==> config.mk <==
export PLATFORM = sky130hd
export DESIGN_NAME = tevq_ram
export DESIGN_NICKNAME = d
export VERILOG_FILES = /design/src/design/tevq_ram.sv
export SDC_FILE = /design/constraint.sdc
export NUM_CORES = 1
export LEC_CHECK = 0
export BUFFER_PORTS_ARGS = -buffer_cell sky130_fd_sc_hd__buf_2
export CELL_PAD_IN_SITES_DETAIL_PLACEMENT = 1
export CELL_PAD_IN_SITES_GLOBAL_PLACEMENT = 1
export CORE_AREA = 2 2 116 146
export CTS_CLUSTER_DIAMETER = 200
export DETAILED_ROUTE_END_ITERATION = 6
export DIE_AREA = 0 0 118 148
export HOLD_SLACK_MARGIN = 0.08
export PLACE_DENSITY_LB_ADDON = 0.1
export SLEW_MARGIN = 20
export SYNTH_ARGS = -nofsm -noshare
export SYNTH_HDL_FRONTEND = slang
export SYNTH_SLANG_ARGS = --single-unit
==> constraint.sdc <==
create_clock -name clk -period 3.3 [get_ports clk]
set_input_delay 0.33 -clock clk [delete_from_list [all_inputs] [get_ports clk]]
set_output_delay 0.33 -clock clk [all_outputs]
set_load 0.01 [all_outputs]
==> src/design/tevq_ram.sv <==
module tevq_ram #(
  parameter int WIDTH = 8,
  parameter int DEPTH = 16
) (
  input  logic                     clk,
  input  logic                     we,
  input  logic [$clog2(DEPTH)-1:0] wr_addr,
  input  logic [WIDTH-1:0]         wr_data,
  input  logic [$clog2(DEPTH)-1:0] rd_a_addr,
  output logic [WIDTH-1:0]         rd_a_data,
  input  logic [$clog2(DEPTH)-1:0] rd_b_addr,
  output logic [WIDTH-1:0]         rd_b_data
);

  logic [WIDTH-1:0] mem [DEPTH];

  always_ff @(posedge clk) begin
    if (we) begin
      mem[wr_addr] <= wr_data;
    end
  end

  always_ff @(posedge clk) begin
    rd_a_data <= mem[rd_a_addr];
    rd_b_data <= mem[rd_b_addr];
  end

endmodule
==> impl_metrics.ini <==
[run_status]
run_status = finished, final reports clean

[cts]
clockRootBuffer = clkbuf_16
h-tree-depth = 4
cts_resized = 0
cts_buffer_depth = 2
cts_tree = done
clkTransAtPathRegs_ns = 0.06
cts_buffers = 17
insertion_delay_ns = 0.43
clkSinkCount = 144
postCtsHoldBufs = 0
post-cts-setup-buffers = 0

[min_path]
holdCritStartpoint = wr_data[0]
hold_path.class = primary input to flip-flop

[floorplan]
ioPinCount = 38
num_rows = 52
die_w_um = 118
coreArea_mm2 = 0.0161
die_area_mm2 = 0.0175
start_util = 0.395
floorplan.die.height_um = 148

[place]
placedCellCount = 556
dp_hpwl_um = 10000
portBuffers = 37
place_ws_ns = 0.967
place.gp.congestion = 0.718

[final_layout]
area_delta_synth_final_pct = 15.8
layout-drive-gt1-share = 0.320
fin_cells = 588
register_area_mm2 = 0.00416
n_antenna_cell = 0
num-fill-cells = 1519
design.final.nets = 381
final_util = 0.457
final_common_cell = edfxtp_1
multi_input_area_mm2 = 0.00201
most-common-layout-cells = edfxtp_1, buf_2, mux4_2

[route]
drc = 0
ant_nets = 0
firstDrtPassIters = 4
wl_um = 15500
viasPerCell = 5.63
vias = 3312
drt_iter0_markers = 201
wire_per_inst_um = 26.4

[power_and_ir_drop]
clockPowerShare = 0.452
switching_share = 0.213
pwr-share-seq = 0.476
combPwrFrac = 0.071
powerDensity_mw_per_mm2 = 588
ir_drop_v = 0.000364
switchingPower_uw = 920
p_int_uw = 3400
p_leak_uw = 0.00252

[worst_setup_path]
crit_arrival_ns = 2.16
crit_path_start_kind = primary input
cp-startpoint = rd_a_addr[0]
worstSetupPathType = primary input to flip-flop
crit_slowest_cell = buf_2
path_cells = buf_2 > buf_4 > mux4_1 > a22oi_1 > nand2_1
slowest_delay_ns = 0.63
worst_setup_path_end_kind = flip-flop
crit_fanout = 24
rr_startpoint = mem[1][6]
worst_ep_required_time_ns = 3.60

[global_routing]
grt_pass1_wl_um = 23200
antenna_found_initial = 0
grt_overflow_total = 0
grt.total_usage = 0.191
grt_start_max_net_pins = 33
grt_pass1_vias = 3646

[yosys]
syn_nets = 329
synth-seq-area-share = 0.656
ys_types = 20
ys_ff_latch = 144
synthCells = 307
synth.cell_area_mm2 = 0.00635
yosys_warnings = 0
synth.avg_cell_area_um2 = 20.7

[sta]
setup_viol = 0
tightest_slew_ns = 1.02
drv_slew = 0
finClkSkew_ns = 0.0105
hold_violations = 0
holdWs_ns = 0.285
slew_headroom = 0.318
timing.fmax_mhz = 539
rsz0062_at_grt = no
post-route-min-period_ns = 1.85
fin_setup_tns_ns = 0
min_period_over_period = 0.562
worst_slack_ns = 1.45

[flow_run]
cap_violations = 0
==> power by group through the flow <==
stage,Sequential [uW],Combinational (uW),Clock (uW)
floorplan,2100,184,0
global route,2060,334,2060
CTS,2060,314,1980
finish,2060,308,1960
global placement,2090,312,0
detailed placement,2100,314,0
==> metrics by stage <==
step	total power, uW	instance area (um2)
floorplan	2290	6350
global placement	2400	6750
detailed placement	2410	6750
CTS	4350	7350
global route	4450	7350
finish	4320	7350
==> layout make-up <==
type                            count  share of cell area
Timing Repair Buffer               53              0.0415
Multi-Input combinational cell    143               0.273
Clock buffer                       22              0.0632
Clock inverter                     10              0.0186
Sequential cell                   144               0.567
Tap cell                          216              0.0368
==> path summary, 6_finish.rpt <==
check                                    end  slack, ns  cells past startpoint
worst min-delay path               mem[4][0]       0.29                      1
worst max-delay path            rd_a_data[2]       1.45                      5
worst max register to register  rd_a_data[6]       1.82                      3
worst min register to register  rd_b_data[2]       0.70                      3
==> cells in the mapped netlist <==
master / count / area [um2]
edfxtp_1: 128 / 3840
mux4_2: 34 / 766
a22oi_1: 32 / 240
mux4_1: 28 / 736
nand2_1: 17 / 63.8
dfxtp_1: 16 / 320
nor2_1: 14 / 52.6
buf_2: 6 / 30.0
buf_6: 6 / 67.6
clkdlybuf4s25_2: 6 / 60.1
nor3_1: 4 / 20.0
and2_1: 2 / 12.5
and2b_1: 2 / 15.0
buf_4: 2 / 15.0
mux4_4: 2 / 50.1
nand2b_1: 2 / 12.5
nand3b_1: 2 / 15.0
nor2b_1: 2 / 12.5
nand3_1: 1 / 5.00
or3b_2: 1 / 8.76
==> cells by family (layout without fill, tap and decap cells) <==
group           count (synthesis)  count (layout)  share of synthesized area
compound gates                 32              32                     0.0379
buf+inv                        20              85                     0.0272
flops                         144             144                      0.656
mux                            64              64                      0.244
simple gates                   47              47                     0.0343
==> state kept, by name, indices dropped and copies added, names as in the netlist <==
name,count
mem,128
rd_a_data,8
rd_b_data,8
==> worst max-delay path: cells and delay by family <==
kind | cells | cell delay [ns]
AO/OA/AOI/OAI | 1 | 0.20
AND/OR/NAND/NOR | 1 | 0.07
buffers and inverters | 2 | 0.97
multiplexers | 1 | 0.57
==> layer usage <==
metal / vias to the layer above / GRT usage / share of wire
li1: 1447 / - / -
met1: 1779 / 0.234 / 0.41
met2: 69 / 0.333 / 0.54
met3: 17 / 0.0316 / 0.035
met4: 0 / 0.0843 / 0.015
met5: - / 0 / 0
(Power assumes the default switching activity.)
